File: config.mk
export PLATFORM = sky130hd
export DESIGN_NAME = staged_transfer_session_control_unit
export DESIGN_NICKNAME = d
export VERILOG_FILES = /design/src/sv/stsc_pkg.sv /design/src/sv/staged_transfer_session_control_unit.sv
export SDC_FILE = /design/constraint.sdc
export NUM_CORES = 1
export LEC_CHECK = 0
export BUFFER_PORTS_ARGS = -buffer_cell sky130_fd_sc_hd__buf_2
export CAP_MARGIN = 15
export CORE_ASPECT_RATIO = 1.2
export CORE_MARGIN = 10
export CORE_UTILIZATION = 39
export CTS_CLUSTER_SIZE = 20
export DETAILED_ROUTE_END_ITERATION = 10
export GPL_TIMING_DRIVEN = 0
export HOLD_SLACK_MARGIN = 0.1
export PLACE_DENSITY = 0.66
export SLEW_MARGIN = 25
export SYNTH_ARGS = -nofsm -noshare
export SYNTH_HDL_FRONTEND = slang
export SYNTH_SLANG_ARGS = --single-unit
File: constraint.sdc
create_clock -name i_clk -period 22.9 [get_ports i_clk]
set_input_delay 3.435 -clock i_clk [delete_from_list [all_inputs] [get_ports i_clk]]
set_output_delay 3.435 -clock i_clk [all_outputs]
set_load 0.02 [all_outputs]
File: src/sv/stsc_pkg.sv
// Package with the transfer types and the codes of the staged transfer session controller.
`timescale 1ns / 1ps
package stsc_pkg;

    localparam int LENGTH_BITS = 16;
    localparam int WORD_BITS   = 32;
    localparam int CFG_REGS    = 2;
    localparam int CFG_IDX_W   = $clog2(CFG_REGS);

    localparam logic [LENGTH_BITS-1:0] BEGIN_LEN = LENGTH_BITS'(9);
    localparam logic [LENGTH_BITS-1:0] DATA_HDR  = LENGTH_BITS'(5);
    localparam logic [LENGTH_BITS-1:0] CTRL_LEN  = LENGTH_BITS'(1);

    localparam logic [WORD_BITS-1:0] MIN_SIZE_RESET = 32'd1;
    localparam logic [WORD_BITS-1:0] MAX_SIZE_RESET = 32'd65536;

    localparam logic [CFG_IDX_W-1:0] CFG_MIN_SIZE = CFG_IDX_W'(0);
    localparam logic [CFG_IDX_W-1:0] CFG_MAX_SIZE = CFG_IDX_W'(1);

    localparam logic [1:0] FN_MESSAGE    = 2'd0;
    localparam logic [1:0] FN_COMPLETE   = 2'd1;
    localparam logic [1:0] FN_DISCONNECT = 2'd2;
    localparam logic [1:0] FN_TIMEOUT    = 2'd3;

    localparam logic [2:0] MSG_BEGIN  = 3'd0;
    localparam logic [2:0] MSG_DATA   = 3'd1;
    localparam logic [2:0] MSG_COMMIT = 3'd2;
    localparam logic [2:0] MSG_ABORT  = 3'd3;

    localparam logic [2:0] PH_IDLE  = 3'd0;
    localparam logic [2:0] PH_BUSY  = 3'd1;
    localparam logic [2:0] PH_READY = 3'd2;
    localparam logic [2:0] PH_RECV  = 3'd3;
    localparam logic [2:0] PH_DONE  = 3'd4;
    localparam logic [2:0] PH_ERR   = 3'd5;

    localparam logic [2:0] ER_NONE       = 3'd0;
    localparam logic [2:0] ER_AUTH       = 3'd1;
    localparam logic [2:0] ER_PROTO      = 3'd2;
    localparam logic [2:0] ER_SIZE       = 3'd3;
    localparam logic [2:0] ER_OFFSET     = 3'd4;
    localparam logic [2:0] ER_INCOMPLETE = 3'd5;
    localparam logic [2:0] ER_STORAGE    = 3'd6;
    localparam logic [2:0] ER_TIMEOUT    = 3'd7;

    localparam logic [2:0] AC_NONE   = 3'd0;
    localparam logic [2:0] AC_BEGIN  = 3'd1;
    localparam logic [2:0] AC_DATA   = 3'd2;
    localparam logic [2:0] AC_COMMIT = 3'd3;
    localparam logic [2:0] AC_ABORT  = 3'd4;

    localparam logic [1:0] OC_OK      = 2'd0;
    localparam logic [1:0] OC_REJECT  = 2'd1;
    localparam logic [1:0] OC_RETRY   = 2'd2;
    localparam logic [1:0] OC_NOTHING = 2'd3;

    typedef struct packed {
        logic [1:0]             func;
        logic                   authorized;
        logic [2:0]             msg_kind;
        logic [LENGTH_BITS-1:0] msg_length;
        logic [WORD_BITS-1:0]   first_word;
        logic [WORD_BITS-1:0]   second_word;
        logic [2:0]             done_kind;
        logic                   done_ok;
        logic [2:0]             done_error;
    } t_in;

    typedef struct packed {
        logic [1:0]             outcome;
        logic [2:0]             action_kind;
        logic [WORD_BITS-1:0]   action_total;
        logic [WORD_BITS-1:0]   action_crc;
        logic [WORD_BITS-1:0]   action_offset;
        logic [LENGTH_BITS-1:0] action_length;
        logic [2:0]             session_state;
        logic [2:0]             session_error;
        logic [WORD_BITS-1:0]   bytes_received;
        logic [WORD_BITS-1:0]   bytes_expected;
    } t_out;

endpackage

File: src/sv/staged_transfer_session_control_unit.sv
// Top level of the staged transfer session controller: event checks, session state and result.
`timescale 1ns / 1ps
//  Channel  | Direction | Signals                              | Contents
//  input    | in        | i_in_valid, o_in_stall, i_in_data     | one event (t_in)
//  output   | out       | o_out_valid, i_out_stall, o_out_data  | one result (t_out)
//  config   | in        | i_cfg_wr_en, i_cfg_index, i_cfg_data  | size bound registers
//
// One event is taken per cycle while the output is not stalled; the event is registered in
// the input register and its result in the result register, these being the only stages.
// The session checks and the single 32-bit subtract sit between these two registers.
// Reset is synchronous and active low and returns the session to idle with default bounds.
// A stalled output holds its result, and the input register holds its event behind it.
module staged_transfer_session_control_unit (
    input  logic                             i_clk,
    input  logic                             i_rst_n,
    input  logic                             i_in_valid,
    output logic                             o_in_stall,
    input  stsc_pkg::t_in                    i_in_data,
    output logic                             o_out_valid,
    input  logic                             i_out_stall,
    output stsc_pkg::t_out                   o_out_data,
    input  logic                             i_cfg_wr_en,
    input  logic [stsc_pkg::CFG_IDX_W-1:0]   i_cfg_index,
    input  logic [stsc_pkg::WORD_BITS-1:0]   i_cfg_data
);
    import stsc_pkg::*;

    logic [WORD_BITS-1:0]   r_min_size;
    logic [WORD_BITS-1:0]   r_max_size;

    logic                   r_in_valid;
    t_in                    r_in;
    logic                   r_out_valid;
    t_out                   r_out;

    logic [2:0]             r_phase;
    logic [2:0]             r_error;
    logic [2:0]             r_pend_act;
    logic [LENGTH_BITS-1:0] r_pend_cnt;
    logic [WORD_BITS-1:0]   r_recv_cnt;
    logic [WORD_BITS-1:0]   r_exp_total;

    logic [2:0]             n_phase;
    logic [2:0]             n_error;
    logic [2:0]             n_pend_act;
    logic [LENGTH_BITS-1:0] n_pend_cnt;
    logic [WORD_BITS-1:0]   n_recv_cnt;
    logic [WORD_BITS-1:0]   n_exp_total;
    t_out                   n_out;

    logic                   out_free;
    logic                   advance;
    logic                   staged;
    logic                   unfinished;
    logic [LENGTH_BITS-1:0] data_len;
    logic [WORD_BITS-1:0]   margin;
    logic                   rej;
    logic [2:0]             rej_code;
    logic                   rej_abort;

    assign out_free    = !r_out_valid || !i_out_stall;
    assign advance     = r_in_valid && out_free;
    assign o_in_stall  = r_in_valid && !out_free;
    assign o_out_valid = r_out_valid;
    assign o_out_data  = r_out;

    assign staged     = (r_phase == PH_READY) || (r_phase == PH_RECV);
    assign unfinished = staged || (r_phase == PH_BUSY) || (r_pend_act != AC_NONE);
    assign data_len   = r_in.msg_length - DATA_HDR;
    assign margin     = r_exp_total - r_recv_cnt;

    always_comb begin
        n_phase     = r_phase;
        n_error     = r_error;
        n_pend_act  = r_pend_act;
        n_pend_cnt  = r_pend_cnt;
        n_recv_cnt  = r_recv_cnt;
        n_exp_total = r_exp_total;
        rej         = 1'b0;
        rej_code    = ER_NONE;
        rej_abort   = 1'b0;

        n_out.outcome       = OC_NOTHING;
        n_out.action_kind   = AC_NONE;
        n_out.action_total  = '0;
        n_out.action_crc    = '0;
        n_out.action_offset = '0;
        n_out.action_length = '0;

        case (r_in.func)
            FN_MESSAGE: begin
                if (!r_in.authorized) begin
                    rej = 1'b1; rej_code = ER_AUTH; rej_abort = staged;
                end else if (r_in.msg_length == '0) begin
                    rej = 1'b1; rej_code = ER_PROTO;
                end else if (r_pend_act != AC_NONE || r_phase == PH_BUSY) begin
                    n_out.outcome = OC_RETRY;
                end else begin
                    case (r_in.msg_kind)
                        MSG_BEGIN: begin
                            if (r_in.msg_length != BEGIN_LEN) begin
                                rej = 1'b1; rej_code = ER_PROTO;
                            end else if (r_in.first_word < r_min_size ||
                                         r_in.first_word > r_max_size) begin
                                rej = 1'b1; rej_code = ER_SIZE;
                            end else if (staged) begin
                                rej = 1'b1; rej_code = ER_PROTO; rej_abort = 1'b1;
                            end else begin
                                n_phase            = PH_BUSY;
                                n_error            = ER_NONE;
                                n_recv_cnt         = '0;
                                n_exp_total        = r_in.first_word;
                                n_pend_act         = AC_BEGIN;
                                n_out.outcome      = OC_OK;
                                n_out.action_kind  = AC_BEGIN;
                                n_out.action_total = r_in.first_word;
                                n_out.action_crc   = r_in.second_word;
                            end
                        end
                        MSG_DATA: begin
                            if (r_in.msg_length <= DATA_HDR || !staged) begin
                                rej = 1'b1; rej_code = ER_PROTO; rej_abort = staged;
                            end else if (r_in.first_word != r_recv_cnt) begin
                                rej = 1'b1; rej_code = ER_OFFSET; rej_abort = 1'b1;
                            end else if (WORD_BITS'(data_len) > margin) begin
                                rej = 1'b1; rej_code = ER_SIZE; rej_abort = 1'b1;
                            end else begin
                                n_pend_act          = AC_DATA;
                                n_pend_cnt          = data_len;
                                n_out.outcome       = OC_OK;
                                n_out.action_kind   = AC_DATA;
                                n_out.action_offset = r_in.first_word;
                                n_out.action_length = data_len;
                            end
                        end
                        MSG_COMMIT: begin
                            if (r_in.msg_length != CTRL_LEN) begin
                                rej = 1'b1; rej_code = ER_PROTO; rej_abort = 1'b1;
                            end else if (!staged) begin
                                rej = 1'b1; rej_code = ER_PROTO;
                            end else if (r_recv_cnt != r_exp_total) begin
                                rej = 1'b1; rej_code = ER_INCOMPLETE; rej_abort = 1'b1;
                            end else begin
                                n_phase           = PH_BUSY;
                                n_pend_act        = AC_COMMIT;
                                n_out.outcome     = OC_OK;
                                n_out.action_kind = AC_COMMIT;
                            end
                        end
                        MSG_ABORT: begin
                            if (r_in.msg_length != CTRL_LEN) begin
                                rej = 1'b1; rej_code = ER_PROTO; rej_abort = 1'b1;
                            end else begin
                                n_phase           = PH_IDLE;
                                n_error           = ER_NONE;
                                n_pend_act        = AC_NONE;
                                n_pend_cnt        = '0;
                                n_recv_cnt        = '0;
                                n_exp_total       = '0;
                                n_out.outcome     = OC_OK;
                                n_out.action_kind = AC_ABORT;
                            end
                        end
                        default: begin
                            rej = 1'b1; rej_code = ER_PROTO; rej_abort = staged;
                        end
                    endcase
                end
            end
            FN_COMPLETE: begin
                if (r_in.done_kind == r_pend_act) begin
                    n_out.outcome = OC_OK;
                    n_pend_act    = AC_NONE;
                    if (!r_in.done_ok) begin
                        n_pend_cnt = '0;
                        n_phase    = PH_ERR;
                        n_error    = (r_in.done_error == ER_NONE) ? ER_STORAGE
                                                                  : r_in.done_error;
                    end else begin
                        n_error = ER_NONE;
                        case (r_in.done_kind)
                            AC_BEGIN: begin
                                n_phase = PH_READY;
                            end
                            AC_DATA: begin
                                n_recv_cnt = r_recv_cnt + WORD_BITS'(r_pend_cnt);
                                n_pend_cnt = '0;
                                n_phase    = PH_RECV;
                            end
                            AC_COMMIT: begin
                                n_phase = PH_DONE;
                            end
                            AC_ABORT: begin
                                n_phase     = PH_IDLE;
                                n_pend_cnt  = '0;
                                n_recv_cnt  = '0;
                                n_exp_total = '0;
                            end
                            default: begin
                            end
                        endcase
                    end
                end
            end
            default: begin
                if (unfinished) begin
                    n_out.outcome     = OC_OK;
                    n_out.action_kind = AC_ABORT;
                    n_pend_act        = AC_NONE;
                    n_pend_cnt        = '0;
                    if (r_in.func == FN_DISCONNECT) begin
                        n_phase     = PH_IDLE;
                        n_error     = ER_NONE;
                        n_recv_cnt  = '0;
                        n_exp_total = '0;
                    end else begin
                        n_phase = PH_ERR;
                        n_error = ER_TIMEOUT;
                    end
                end
            end
        endcase

        if (rej) begin
            n_phase           = PH_ERR;
            n_error           = rej_code;
            n_pend_act        = AC_NONE;
            n_pend_cnt        = '0;
            n_out.outcome     = OC_REJECT;
            n_out.action_kind = rej_abort ? AC_ABORT : AC_NONE;
        end

        n_out.session_state  = n_phase;
        n_out.session_error  = n_error;
        n_out.bytes_received = n_recv_cnt;
        n_out.bytes_expected = n_exp_total;
    end

    always_ff @(posedge i_clk) begin
        if (!i_rst_n) begin
            r_min_size <= MIN_SIZE_RESET;
            r_max_size <= MAX_SIZE_RESET;
        end else if (i_cfg_wr_en) begin
            if (i_cfg_index == CFG_MIN_SIZE) begin
                r_min_size <= i_cfg_data;
            end
            if (i_cfg_index == CFG_MAX_SIZE) begin
                r_max_size <= i_cfg_data;
            end
        end
    end

    always_ff @(posedge i_clk) begin
        if (!i_rst_n) begin
            r_in_valid  <= 1'b0;
            r_out_valid <= 1'b0;
            r_phase     <= PH_IDLE;
            r_error     <= ER_NONE;
            r_pend_act  <= AC_NONE;
            r_pend_cnt  <= '0;
            r_recv_cnt  <= '0;
            r_exp_total <= '0;
        end else begin
            if (!o_in_stall) begin
                r_in_valid <= i_in_valid;
            end
            if (out_free) begin
                r_out_valid <= r_in_valid;
            end
            if (advance) begin
                r_phase     <= n_phase;
                r_error     <= n_error;
                r_pend_act  <= n_pend_act;
                r_pend_cnt  <= n_pend_cnt;
                r_recv_cnt  <= n_recv_cnt;
                r_exp_total <= n_exp_total;
            end
        end
    end

    always_ff @(posedge i_clk) begin
        if (i_in_valid && !o_in_stall) begin
            r_in <= i_in_data;
        end
        if (advance) begin
            r_out <= n_out;
        end
    end

endmodule
Word level (Yosys, flattened, before mapping)
Cells that the tools add are included.

Add/subtract/negate cells: 3. Magnitude comparators: 4. Equality and inequality tests: 34. Multiplexer cells: 159. Bitwise gates (word level): 5. Reductions and logical operators: 28.

Operators by type and width (number): $mux 32 (23); $pmux 32 s2 (5); $mux 117 (2); $mux 69 (3); $mux 16 (12); $mux 48 (4); $mux 3 (55); $mux 115 (1); $mux 64 (1); $ne 32x32->1 (2); $pmux 16 s2 (2); $ne 4x4->1 const B (11); $mux 5 (8); $pmux 3 s4 (3); $add 32x16->32 (1); $gt 16x32->1 (1); $gt 32x32->1 (1); $lt 32x32->1 (1); $sub 32x32->32 (1); $pmux 3 s2 (5); $mux 1 (23); $pmux 5 s4 (1); $eq 3x2->1 const B (6); $reduce_and 17->1 (1); 29 further kinds (60).

Bits in registers: 435. Input port bits: 131. Output and inout port bits: 189. Logic and storage cells: 262.

Longest topological paths before layout
Depth after elaboration: 12. Mapped depth: 23. Gate-level depth less buffers: 21.

Worst setup path after synthesis
No wires, ideal clock.

Kind: input to register. Start point: in i_out_stall. End point: reg r_pend_act[0]. Setup time: 0.095 ns. Arrival: 10.216 ns. Data required time: 22.805 ns. Slack: 12.589 ns. Stages on the path: 6. Buffers on the path: 1. Cells stage by stage: nand2_1 > nand2_1 > inv_1 > buf_1 > o311ai_2 > mux2i_1.

Longest elaborated chain between the ends: 4.

Ends and longest elaborated chain: start: declaration (line staged_transfer_session_control_unit.sv:20) `input logic i_out_stall,`; $logic_not 1->1 (line staged_transfer_session_control_unit.sv:61) `assign out_free = !r_out_valid || !i_out_stall;`; $logic_or 1x1->1 (line staged_transfer_session_control_unit.sv:61); $logic_and 1x1->1 (line staged_transfer_session_control_unit.sv:62) `assign advance = r_in_valid && out_free;`; net advance (line staged_transfer_session_control_unit.sv:52) `logic advance;`; $reduce_and 17->1 (no source line); end signal: assignment (line staged_transfer_session_control_unit.sv:273) `r_pend_act <= n_pend_act;`; end: declaration (line staged_transfer_session_control_unit.sv:38) `logic [2:0] r_pend_act;`.

The timed path passes the listed nets, and every way through them passes these cells. A chain may end at the register's enable or synchronous reset.

Final worst setup path
Start point: in i_out_stall. End point: out o_in_stall.

Longest elaborated chain between the ends: 4.

Ends and longest elaborated chain: $logic_not 1->1 (line staged_transfer_session_control_unit.sv:61); $logic_or 1x1->1 (line staged_transfer_session_control_unit.sv:61); $logic_not 1->1 (line staged_transfer_session_control_unit.sv:63) `assign o_in_stall = r_in_valid && !out_free;`; $logic_and 1x1->1 (line staged_transfer_session_control_unit.sv:63); end: declaration (line staged_transfer_session_control_unit.sv:17) `output logic o_in_stall,`.

No other way between the ends.

==> impl_metrics.ini <==
[critical_path]
critical_path_arrival_ns = 3.96
crit_buf_inv = 2
crit_path_end_kind = output port
path_class = input port to output port
cp_slowest_stage_delay_ns = 0.23
cp_common_cell = buf_2
crit_fanout = 3
worst_path_max_delay_cell = and3_1
cp_cell_sequence = buf_2 > and3_1 > buf_2
cp_data_required_time_ns = 19.47
critPathLaunchType = input port
cp_top_family = buffers and inverters

[die]
die-area_sq_mm = 0.06689
start_util = 0.3947
die_w_microns = 237.8
num_rows = 95
top_level_ports = 320
core_area_sq_mm = 0.05622
die_y_microns = 281.3

[clocking]
root_buffer = clkbuf_16
htreeDepth = 2
cts_made_buffers = 46
cts.sink_count = 434
postCtsResizedCells = 0
cts-hold-fix-buffers = 0
cts_tree = built
clock_path_buffers = 3
postCtsSetupRepairBufs = 0
insertion_delay_ns = 0.60
clkSlewWorstSetupHoldPaths_ns = 0.05

[placed_design]
place_congestion = 0.9271
dp_hpwl_microns = 59060
port_buffers = 318

[layout]
syn2layout_area_growth_pct = 19.47
utilization = 0.4716
layout_commonest_cell = buf_2
drive_gt1_frac = 0.1749
nets = 2831
final_cell_mix = buf_2, edfxtp_1, nand2_1

[timing]
fin_skew_ns = 0.01992
finalCriticalPeriod_ns = 7.393
rsz0062_at_grt = no
hold_viol = 0
finalSetupTns_ns = 0
period_share = 0.3229
tightest_slew_ns = 1.115
slew_violations = 0
finalSetupViolations = 0
max_freq_mhz = 135.3
slew-limit-headroom = 0.2568

[synth]
ys_async_sr_fraction = 0
synth_mux_area_frac = 0.004623
synth_seq_cells = 434
synth_top_family_by_area = simple AND/OR/NAND/NOR gates
yosysSeqAreaShare = 0.5178
netlist_area_sq_mm = 0.02219
synth-main-ff-cell = edfxtp_1
ys_warn_count = 0
ys_types = 84
synth_nets = 2452
synth_fa_ha_area_frac = 0.07453
postSynthCellCount = 2190
synth_edf_count = 280
synth_compound_area_frac = 0.1572
yosys.area_share.simple = 0.1725
synth.avg_cell_area_sq_um = 10.13
synthXorXnorAreaFrac = 0.03157

[grt]
grt_pass1_wl_microns = 111100
grt_usage = 0.2165
grt_max_degree = 36
grt-ovfl-total = 0
antenna_found_initial = 2
first_global_vias = 18270

[pwr]
peakVddDrop_mv = 0.05437
leakagePower_nw = 10.45
p_per_area_mw_per_mm2 = 67.58

[route]
ant_nets = 0
routed_wl_microns = 74790
drtPass1Iterations = 5
vias = 18450
route.detailed.drc = 0
wl_per_cell_microns = 22.42
drt-initial-drc-count = 1325
viasPerCell = 5.531

[outcome]
outcome = finished clean

[hold_path]
worstHoldPathType = flip-flop to flip-flop

[job]
maxCapViolCount = 0
## per-stage QoR
| step | cells | setup slack, ns | hold WS [ns] | power (mW) | cell area, sq um |
|---|---|---|---|---|---|
| floorplan | 2190 | 12.59 | 0.4328 | 0.9901 | 22190 |
| global placement | 3235 | 9.047 | 0.4434 | 1.057 | 24690 |
| detailed placement | 3248 | 15.50 | 0.4470 | 1.059 | 25000 |
| CTS | 3334 | 15.50 | 0.4556 | 1.809 | 26510 |
| global route | 3335 | 15.47 | 0.4688 | 1.858 | 26510 |
| finish | 3336 | 15.51 | 0.4553 | 1.792 | 26520 |
## layout make-up
type / instances / area [sq um]
Antenna cell: 2 / 5.005
Sequential cell: 434 / 11490
Clock inverter: 27 / 274.0
Fill cell: 5326 / 29710
Buffer: 98 / 386.6
Multi-Input combinational cell: 1513 / 9808
Tap cell: 727 / 909.6
Inverter: 145 / 544.3
Timing Repair Buffer: 331 / 1857
Clock buffer: 59 / 1240
## where the power goes
group / switching (mW) / leakage, nW / internal (mW)
sequential: 0.0202 / 3.92 / 0.862
clock: 0.325 / 0.735 / 0.422
combinational: 0.107 / 5.80 / 0.0552
## flip-flops by register name, indices dropped and copies added (netlist names), 2 cells and up
signal       count
r_exp_total     32
r_phase          3
r_max_size      32
r_in            93
r_pend_cnt      16
r_pend_act       2
r_error          3
o_out_data     187
r_min_size      32
r_recv_cnt      32
## layer usage
layer / track usage / vias up / wire (microns)
li1: - / 8717 / -
met5: 0 / - / 0
met1: 0.2516 / 8906 / 29400
met3: 0.05448 / 146 / 5720
met2: 0.3742 / 684 / 36700
met4: 0.09031 / 0 / 2973
## Yosys cell counts, types with 19 or more instances
library cell | instances | area, sq um
clkbuf_1 | 83 | 311.6
inv_1 | 145 | 544.3
nor3_1 | 39 | 195.2
nor4_1 | 36 | 225.2
o21ai_0 | 121 | 605.6
o21a_1 | 26 | 195.2
a21o_1 | 45 | 337.8
a22o_1 | 33 | 289.0
xnor2_1 | 58 | 508.0
nand4_1 | 37 | 231.5
a31oi_1 | 24 | 150.1
xor2_1 | 22 | 192.7
and2_1 | 110 | 688.2
ha_1 | 129 | 1614
nand3_1 | 64 | 320.3
dfxtp_1 | 154 | 3083
edfxtp_1 | 280 | 8408
nor2_1 | 99 | 371.6
a21oi_1 | 161 | 805.8
nand2_1 | 254 | 953.4
nand2b_1 | 19 | 118.9
## worst paths after layout
kind	slack, ns	end	start	cells after the start
worst min register to register	0.46	r_min_size[25]	r_min_size[25]	2
worst min-delay path	0.46	r_min_size[25]	r_min_size[25]	2
worst max-delay path	15.51	o_in_stall	i_out_stall	3
worst max register to register	16.52	r_pend_cnt[10]	r_in[76]	19
## worst register-to-register path, delay by kind of cell, from the launching register on
kind / cells / cell delay, ns
compound gates: 5 / 1.50
xor+xnor: 1 / 0.40
fa+ha+maj: 1 / 0.31
buf+inv: 2 / 0.43
flops: 1 / 0.44
simple gates: 10 / 3.17
## cell families (layout without fill, tap and decap cells)
group                      after synthesis  count (layout)
DFF                                    434             434
xor gates and xnor gates                80              80
AOI/OAI and AO/OA                      539             539
buffers and inverters                  243             660
muxes                                   10              10
other                                    0               2
adders and majority gates              131             131
and+or+nand+nor                        753             753
Power figures use the tool's default switching activity.
